[src/rtl/ps2ms_pkg.sv]
// Package for the PS/2 mouse host sequencer: beat types, codes and frame helper.
package ps2ms_pkg;

	// input actions
	localparam logic [1:0] ACT_POLL    = 2'd0;
	localparam logic [1:0] ACT_BYTE    = 2'd1;
	localparam logic [1:0] ACT_TIMEOUT = 2'd2;
	// unused code, dropped in every state
	localparam logic [1:0] ACT_SPARE   = 2'd3;

	// result kinds
	localparam logic [1:0] KIND_FRAME  = 2'd0;
	localparam logic [1:0] KIND_REPORT = 2'd1;
	localparam logic [1:0] KIND_READY  = 2'd2;
	localparam logic [1:0] KIND_DISC   = 2'd3;

	// device bytes and commands
	localparam logic [7:0] ACK_BYTE   = 8'hFA;
	localparam logic [7:0] CMD_ENABLE = 8'hF4;
	localparam logic [7:0] CMD_REMOTE = 8'hF0;
	localparam logic [7:0] CMD_RATE   = 8'hF3;
	localparam logic [7:0] CMD_GET_ID = 8'hF2;
	localparam logic [7:0] CMD_READ   = 8'hEB;
	localparam logic [7:0] RATE_1     = 8'd200;
	localparam logic [7:0] RATE_2     = 8'd100;
	localparam logic [7:0] RATE_3     = 8'd80;

	typedef enum logic [3:0] {
		ST_IDLE    = 4'd0,
		ST_ACK_EN  = 4'd1,
		ST_ACK_REM = 4'd2,
		ST_ACK_R1  = 4'd3,
		ST_PAR_R1  = 4'd4,
		ST_ACK_R2  = 4'd5,
		ST_PAR_R2  = 4'd6,
		ST_ACK_R3  = 4'd7,
		ST_PAR_R3  = 4'd8,
		ST_ACK_ID  = 4'd9,
		ST_ID_BYTE = 4'd10,
		ST_ACK_RD  = 4'd11,
		ST_PACKET  = 4'd12
	} step_t;

	typedef struct packed {
		logic [1:0] action;
		logic [7:0] rx_byte;
	} ev_t;

	typedef struct packed {
		logic [1:0]        kind;
		logic [9:0]        frame;
		logic [2:0]        buttons;
		logic signed [7:0] move_x;
		logic signed [7:0] move_y;
		logic [7:0]        wheel_byte;
		logic [7:0]        device_type;
		logic              last;
	} res_t;

	// start bit low, command byte, odd parity on top
	function automatic res_t send_frame(input logic [7:0] cmd);
		res_t r;
		r = '0;
		r.kind = KIND_FRAME;
		r.frame = {~(^cmd), cmd, 1'b0};
		r.last = 1'b1;
		return r;
	endfunction

endpackage

[src/rtl/ps2_mouse_host_sequencer.sv]
// PS/2 mouse host sequencer: init script, packet collection and result queue.
// One event beat is accepted per cycle; it is registered, decoded against the
// sequencer state combinationally and its zero, one or two results go into a
// four-entry result queue. Events are taken whenever the queue has room for two
// results, so the sustained rate is one event per cycle while the result side
// keeps up; a ready event yields two results at the output (device ready plus
// the first read frame). An event passes the input stage, then the result queue.
module ps2_mouse_host_sequencer (
	input  logic              clk,
	input  logic              arst_n,
	input  logic              ev_valid,
	output logic              ev_ready,
	input  ps2ms_pkg::ev_t    ev_data,
	output logic              res_valid,
	input  logic              res_ready,
	output ps2ms_pkg::res_t   res_data
);

	localparam int DEPTH = 4;

	// input stage
	logic              valid_s1;
	ps2ms_pkg::ev_t    ev_s1;
	logic              adv;

	// sequencer state
	ps2ms_pkg::step_t  step_q, step_d;
	logic              link_q, link_d;
	logic [2:0]        idx_q, idx_d;
	logic [7:0]        type_q, type_d;
	logic [7:0]        pst_q, pst_d;
	logic [7:0]        px_q, px_d;
	logic [7:0]        py_q, py_d;
	logic [7:0]        pw_q, pw_d;

	// results of the current beat
	logic [1:0]        nres;
	ps2ms_pkg::res_t   r0, r1;

	// result queue
	ps2ms_pkg::res_t   fifo_q [DEPTH];
	logic [1:0]        wr_q, rd_q;
	logic [2:0]        cnt_q;
	logic              pop;
	logic              room;

	assign pop = res_valid && res_ready;
	assign room = (cnt_q <= 3'd2) || (pop && cnt_q == 3'd3);
	assign adv = valid_s1 && room;
	assign ev_ready = !valid_s1 || adv;

	always_ff @(posedge clk or negedge arst_n) begin
		if (!arst_n) begin
			valid_s1 <= 1'b0;
		end else if (ev_ready) begin
			valid_s1 <= ev_valid;
		end
	end

	always_ff @(posedge clk) begin
		if (ev_valid && ev_ready) begin
			ev_s1 <= ev_data;
		end
	end

	always_ff @(posedge clk or negedge arst_n) begin
		if (!arst_n) begin
			step_q <= ps2ms_pkg::ST_IDLE;
			link_q <= 1'b0;
			idx_q  <= 3'd0;
			type_q <= 8'd0;
			pst_q  <= 8'd0;
			px_q   <= 8'd0;
			py_q   <= 8'd0;
			pw_q   <= 8'd0;
		end else if (adv) begin
			step_q <= step_d;
			link_q <= link_d;
			idx_q  <= idx_d;
			type_q <= type_d;
			pst_q  <= pst_d;
			px_q   <= px_d;
			py_q   <= py_d;
			pw_q   <= pw_d;
		end
	end

	always_comb begin
		logic       got;
		logic       ok;
		logic [7:0] b;
		logic [2:0] nidx;
		logic [2:0] plen;
		b      = ev_s1.rx_byte;
		got    = (ev_s1.action == ps2ms_pkg::ACT_BYTE);
		ok     = got && (b == ps2ms_pkg::ACK_BYTE);
		nidx   = idx_q + 3'd1;
		plen   = (type_q == 8'd0) ? 3'd3 : 3'd4;
		step_d = step_q;
		link_d = link_q;
		idx_d  = idx_q;
		type_d = type_q;
		pst_d  = pst_q;
		px_d   = px_q;
		py_d   = py_q;
		pw_d   = pw_q;
		nres   = 2'd0;
		r0     = '0;
		r1     = '0;
		if (ev_s1.action == ps2ms_pkg::ACT_POLL) begin
			if (step_q == ps2ms_pkg::ST_IDLE) begin
				nres = 2'd1;
				if (link_q) begin
					step_d = ps2ms_pkg::ST_ACK_RD;
					r0 = ps2ms_pkg::send_frame(ps2ms_pkg::CMD_READ);
				end else begin
					step_d = ps2ms_pkg::ST_ACK_EN;
					r0 = ps2ms_pkg::send_frame(ps2ms_pkg::CMD_ENABLE);
				end
			end
		end else if (ev_s1.action != ps2ms_pkg::ACT_SPARE &&
		             step_q != ps2ms_pkg::ST_IDLE) begin
			unique case (step_q)
				ps2ms_pkg::ST_ACK_EN: begin
					if (ok) begin
						step_d = ps2ms_pkg::ST_ACK_REM;
						nres = 2'd1;
						r0 = ps2ms_pkg::send_frame(ps2ms_pkg::CMD_REMOTE);
					end else begin
						step_d = ps2ms_pkg::ST_IDLE;
					end
				end
				ps2ms_pkg::ST_ACK_REM: begin
					if (ok) begin
						step_d = ps2ms_pkg::ST_ACK_R1;
						nres = 2'd1;
						r0 = ps2ms_pkg::send_frame(ps2ms_pkg::CMD_RATE);
					end else begin
						step_d = ps2ms_pkg::ST_IDLE;
					end
				end
				ps2ms_pkg::ST_ACK_R1: begin
					nres = 2'd1;
					if (ok) begin
						step_d = ps2ms_pkg::ST_PAR_R1;
						r0 = ps2ms_pkg::send_frame(ps2ms_pkg::RATE_1);
					end else begin
						step_d = ps2ms_pkg::ST_ACK_R2;
						r0 = ps2ms_pkg::send_frame(ps2ms_pkg::CMD_RATE);
					end
				end
				ps2ms_pkg::ST_PAR_R1: begin
					step_d = ps2ms_pkg::ST_ACK_R2;
					nres = 2'd1;
					r0 = ps2ms_pkg::send_frame(ps2ms_pkg::CMD_RATE);
				end
				ps2ms_pkg::ST_ACK_R2: begin
					nres = 2'd1;
					if (ok) begin
						step_d = ps2ms_pkg::ST_PAR_R2;
						r0 = ps2ms_pkg::send_frame(ps2ms_pkg::RATE_2);
					end else begin
						step_d = ps2ms_pkg::ST_ACK_R3;
						r0 = ps2ms_pkg::send_frame(ps2ms_pkg::CMD_RATE);
					end
				end
				ps2ms_pkg::ST_PAR_R2: begin
					step_d = ps2ms_pkg::ST_ACK_R3;
					nres = 2'd1;
					r0 = ps2ms_pkg::send_frame(ps2ms_pkg::CMD_RATE);
				end
				ps2ms_pkg::ST_ACK_R3: begin
					nres = 2'd1;
					if (ok) begin
						step_d = ps2ms_pkg::ST_PAR_R3;
						r0 = ps2ms_pkg::send_frame(ps2ms_pkg::RATE_3);
					end else begin
						step_d = ps2ms_pkg::ST_ACK_ID;
						r0 = ps2ms_pkg::send_frame(ps2ms_pkg::CMD_GET_ID);
					end
				end
				ps2ms_pkg::ST_PAR_R3: begin
					step_d = ps2ms_pkg::ST_ACK_ID;
					nres = 2'd1;
					r0 = ps2ms_pkg::send_frame(ps2ms_pkg::CMD_GET_ID);
				end
				ps2ms_pkg::ST_ACK_ID: begin
					step_d = ok ? ps2ms_pkg::ST_ID_BYTE : ps2ms_pkg::ST_IDLE;
				end
				ps2ms_pkg::ST_ID_BYTE: begin
					// a timeout here means a basic mouse
					type_d = got ? b : 8'd0;
					link_d = 1'b1;
					step_d = ps2ms_pkg::ST_ACK_RD;
					nres = 2'd2;
					r0.kind = ps2ms_pkg::KIND_READY;
					r0.device_type = type_d;
					r1 = ps2ms_pkg::send_frame(ps2ms_pkg::CMD_READ);
				end
				ps2ms_pkg::ST_ACK_RD: begin
					if (!got || b == 8'd0) begin
						link_d = 1'b0;
						step_d = ps2ms_pkg::ST_IDLE;
						nres = 2'd1;
						r0.kind = ps2ms_pkg::KIND_DISC;
						r0.last = 1'b1;
					end else begin
						idx_d = 3'd0;
						pw_d = 8'd0;
						step_d = ps2ms_pkg::ST_PACKET;
					end
				end
				ps2ms_pkg::ST_PACKET: begin
					if (!got) begin
						// drop the partial packet
						step_d = ps2ms_pkg::ST_IDLE;
						idx_d = 3'd0;
					end else begin
						case (idx_q[1:0])
							2'd0:    pst_d = b;
							2'd1:    px_d = b;
							2'd2:    py_d = b;
							default: pw_d = b;
						endcase
						idx_d = nidx;
						if (nidx >= plen) begin
							step_d = ps2ms_pkg::ST_IDLE;
							idx_d = 3'd0;
							if ((pst_d[2:0] != 3'd0) || (px_d != 8'd0) ||
							    (py_d != 8'd0) || (pw_d != 8'd0)) begin
								nres = 2'd1;
								r0.kind = ps2ms_pkg::KIND_REPORT;
								r0.buttons = pst_d[2:0];
								r0.move_x = px_d;
								r0.move_y = py_d;
								r0.wheel_byte = pw_d;
								r0.last = 1'b1;
							end
						end
					end
				end
				default: begin
					step_d = ps2ms_pkg::ST_IDLE;
				end
			endcase
		end
	end

	always_ff @(posedge clk or negedge arst_n) begin
		if (!arst_n) begin
			wr_q  <= 2'd0;
			rd_q  <= 2'd0;
			cnt_q <= 3'd0;
		end else begin
			wr_q  <= wr_q + (adv ? nres : 2'd0);
			rd_q  <= rd_q + {1'b0, pop};
			cnt_q <= cnt_q + {1'b0, (adv ? nres : 2'd0)} - {2'b0, pop};
		end
	end

	always_ff @(posedge clk) begin
		if (adv && nres != 2'd0) begin
			fifo_q[wr_q] <= r0;
		end
		if (adv && nres == 2'd2) begin
			fifo_q[wr_q + 2'd1] <= r1;
		end
	end

	assign res_valid = (cnt_q != 3'd0);
	assign res_data  = fifo_q[rd_q];

	a_cnt_bound: assert property (@(posedge clk) disable iff (!arst_n)
		cnt_q <= 3'(DEPTH))
		else $error("result queue overfilled");

	a_ready_from_id: assert property (@(posedge clk) disable iff (!arst_n)
		$rose(link_q) |-> $past(step_q) == ps2ms_pkg::ST_ID_BYTE)
		else $error("link came up outside the ID step");

	a_read_needs_link: assert property (@(posedge clk) disable iff (!arst_n)
		(step_q == ps2ms_pkg::ST_ACK_RD || step_q == ps2ms_pkg::ST_PACKET) |-> link_q)
		else $error("read sequence while offline");

	a_stage_loads: assert property (@(posedge clk) disable iff (!arst_n)
		(ev_valid && ev_ready) |=> valid_s1)
		else $error("accepted beat lost at input stage");

	a_no_push_full: assert property (@(posedge clk) disable iff (!arst_n)
		adv |-> ({1'b0, cnt_q} + {2'b0, nres} - {3'b0, pop}) <= 4'(DEPTH))
		else $error("push into full result queue");

endmodule
[config.mk]
export PLATFORM = sky130hd
export DESIGN_NAME = ps2_mouse_host_sequencer
export DESIGN_NICKNAME = d
export VERILOG_FILES = /design/src/rtl/ps2ms_pkg.sv /design/src/rtl/ps2_mouse_host_sequencer.sv
export SDC_FILE = /design/constraint.sdc
export NUM_CORES = 1
export LEC_CHECK = 0
export BUFFER_PORTS_ARGS = -buffer_cell sky130_fd_sc_hd__buf_4
export CORE_ASPECT_RATIO = 1.2
export CORE_MARGIN = 5
export CORE_UTILIZATION = 30
export DETAILED_ROUTE_END_ITERATION = 12
export SLEW_MARGIN = 40
export SYNTH_ARGS = -nofsm -noshare
export SYNTH_HDL_FRONTEND = slang
export SYNTH_SLANG_ARGS = --single-unit
[constraint.sdc]
create_clock -name clk -period 3.5 [get_ports clk]
set_clock_uncertainty 0.1 [all_clocks]
set_input_delay 0.7 -clock clk [delete_from_list [all_inputs] [get_ports clk]]
set_output_delay 0.7 -clock clk [all_outputs]
set_load 0.01 [all_outputs]
==> metrics <==
via count of the routed design 9813; n_diodes 0; cell count after placement 1795; yosys warns 0; pre-CTS setup slack -75.7 ps; routed length on met1 ~15 mm; root buffer cell clkbuf_16; R2R depth 14; DR pass1 iterations 5; Synth Area in XOR/XNOR 0.654%; combinational share of power 32.5%; count of final hold-check violations 0; # DRC 0; r2r setup slk ~170 ps; mux cell area share after synthesis between 10% and 20%; Hold WC Path Type in2async; Switch Pwr 3510 uW; Slew @ Worst Pin 819 ps; setup violators final 0; Routed Antenna Nets 0; Rows 80; worst IR drop on VDD about 0.32 mV; fraction of registers with async set/reset around 20%; Die W just under 200 um; dpl cell area between 10000 and 15000 um^2; Post-Synth Simple-Gate Area 18.5%; Max Buffers Root-to-Sink 3; maximum clock rate between 300 and 400 MHz; port buffer count 62; power density cells around 670 nW/um^2; H-tree depth 1; pin count of the biggest net entering global routing 61; clock period minus final worst setup slack ~3300 ps; Crit Path Class reg2reg; hold_buf cts 0; routed wl met3 about 2.2 mm; Yosys reg bits approximately 250; FF-to-FF End cnt_q[2]$_DFF_PN0_; CTS tree built; routed wl met2 approximately 18 mm; clk slew on worst S/H paths around 60 ps; Cell Int Power around 6000 uW; Inserted Clock Buffers 27; Finished Cell Area 14200 um^2; Tot GR Track Use about 16%; initial antenna violation count 1; Synth Area in Compound Gates roughly 15%; sw frac between 30 and 40%; Sequential Power Share 37.2%; Fin Setup TNS 0 ps; Max Used Layer met5; Netlist cell types 58; worst skew pair latency around 550 ps; Leakage Power between 0.005 and 0.006 uW; clock sinks between 200 and 250; Synthesized Nets about 1300; worst setup path start ev_s1[7]$_DFFE_PP_; layout cells sized above 1 26.1%; main combinational cell family by area after synthesis simple AND/OR/NAND/NOR gates; setup ws final about 170 ps; vias in the first global route between 9000 and 10000; Core Area around 40000 um^2; WP data required 3820 ps; Worst slew margin between 40% and 50%; Syn Area/Cell just under 10 um^2; final core occ between 30% and 40%; mapped cell area between 10000 and 15000 um^2; r2r startpoint ev_s1[7]$_DFFE_PP_; final non-filler cell total around 1800; GP Congestion 0.919; Cells after Synth 1246; I/O pins 64; EDFF count, synth between 40 and 50; initial core utilization a little over 30%; adder-cell share of the synthesized area around 1.2%; die footprint between 40000 and 50000 um^2; Die H between 200 and 250 um; DPL Wire Length between 20 and 25 mm; Max Fanout on Critical Path 2; Vias per Instance 5.32; most common cell after layout, fill and taps aside nand2_1; DRT iter0 DRCs 827; max_cap viols 0; most used flip-flop cell after synthesis dfxtp_1; grt total ovfl 0; Total Wirelength between 30 and 40 mm; P&R area growth vs syn 17.9%; Tcrit/Tclk final about 95%; register area share after synthesis 46.9%; unrepaired setup endpoints after global routing no; Layout Nets approximately 1300; CP arrival roughly 3700 ps; commonest non-fill, non-tap cells in the layout 190 x nand2_1, 156 x dfxtp_1, 146 x nand3_1, 132 x o21ai_0, 126 x buf_4; status finished clean; Worst setup SP type flop; DR WL/cell 19.2 um; Critical Path End Type flop; first-pass GRT wire length roughly 57 mm; Max Slew Vio Count 0; clock share of power a little under a third
[Yosys cell counts (all sizes together), types with 8 or more instances]
| cell type | instances | share of area (%) |
|---|---|---|
| mux4 | 47 | 8.8 |
| o21ai | 207 | 11 |
| nand3 | 146 | 6.1 |
| mux2i | 27 | 2.2 |
| nand2 | 197 | 6.2 |
| edfxtp | 42 | 10 |
| a22o | 17 | 1.2 |
| and3 | 11 | 0.57 |
| ha | 10 | 1.0 |
| a21oi | 23 | 0.95 |
| nor3 | 13 | 0.54 |
| dfxtp | 156 | 26 |
| nor4 | 10 | 0.52 |
| clkbuf | 69 | 2.1 |
| nand4 | 19 | 0.99 |
| and2 | 10 | 0.60 |
| buf | 46 | 2.5 |
| inv | 14 | 0.44 |
| nand2b | 8 | 0.42 |
| dfrtp | 51 | 11 |
| nor2 | 43 | 1.3 |
| mux2 | 22 | 2.1 |
[state kept, by name, indices dropped and copies added (netlist names)]
register / flops
fifo_q: 188
ev_s1: 10
pw_q: 8
px_q: 8
py_q: 8
type_q: 8
step_q: 4
cnt_q: 3
idx_q: 3
pst_q: 3
rd_q: 2
wr_q: 2
link_q: 1
valid_s1: 1
[layout make-up]
| type | instances | area, um^2 |
|---|---|---|
| inverters | 15 | 56.3 |
| well taps | 533 | 667 |
| fillers | 4021 | 25500 |
| clock buffers | 39 | 802 |
| flip-flops and latches | 249 | 5670 |
| multi-input cells | 867 | 5870 |
| clock inverters | 10 | 92.6 |
| repair buffers | 132 | 1070 |
[critical path, cell delays in order (launching register included)]
cell      delay (ps)
edfxtp_1         370
or4_1            570
mux2_2           310
nor4_4           140
a31oi_2          150
nand2_2          110
a21oi_2           70
o21ai_2          180
ha_1             260
inv_1             60
ha_1             130
inv_1             50
fa_1             430
xor2_1           160
xnor2_1          120
[repair_timing]
action	CTS	global route
gates resized for setup	3	9
pin swaps	3	3
endpoints found under the setup margin	1	2
setup buffers	1	0
[kinds of logic after synthesis]
family                   Yosys count
multiplexers                      96
XOR/XNOR                           9
flip-flops                       249
other                              1
buffers and inverters            130
AO/OA/AOI/OAI                    273
AND/OR/NAND/NOR                  477
adder cells (fa/ha/maj)           11
[power by group through the flow]
stage	clock network, uW	registers, uW	logic, uW
2_1_floorplan	0	3380	2130
5_1_grt	3050	3590	3310
3_5_place_dp	0	3600	3070
3_3_place_gp	0	3590	3060
6_report	2880	3540	3100
4_1_cts	2940	3540	3090
[routing by layer]
layer  up-vias  global-route usage [%]
met1      4858                    20.5
met2       320                    27.0
met5         -                       0
met3        50                    2.56
met4         2                    4.63
li1       4583                       -
[worst max-delay path by stage]
stage	end	slack, ps	depth (start not counted)
after detailed placement	cnt_q[2]$_DFF_PN0_	-80	14
after global placement	cnt_q[2]$_DFF_PN0_	-20	14
after global routing	cnt_q[2]$_DFF_PN0_	0.9	15
after CTS	cnt_q[2]$_DFF_PN0_	10	15
after floorplan	cnt_q[2]$_DFF_PN0_	30	18
final	cnt_q[2]$_DFF_PN0_	170	14
[metrics by stage]
step / total power (uW) / hold WS (ps)
after CTS: 9570 / 112
after global placement: 6650 / 338
after floorplan: 5510 / 304
after detailed placement: 6670 / 347
after global routing: 9950 / 157
final: 9530 / 105
Note: power is estimated with default switching activity, not from simulation.
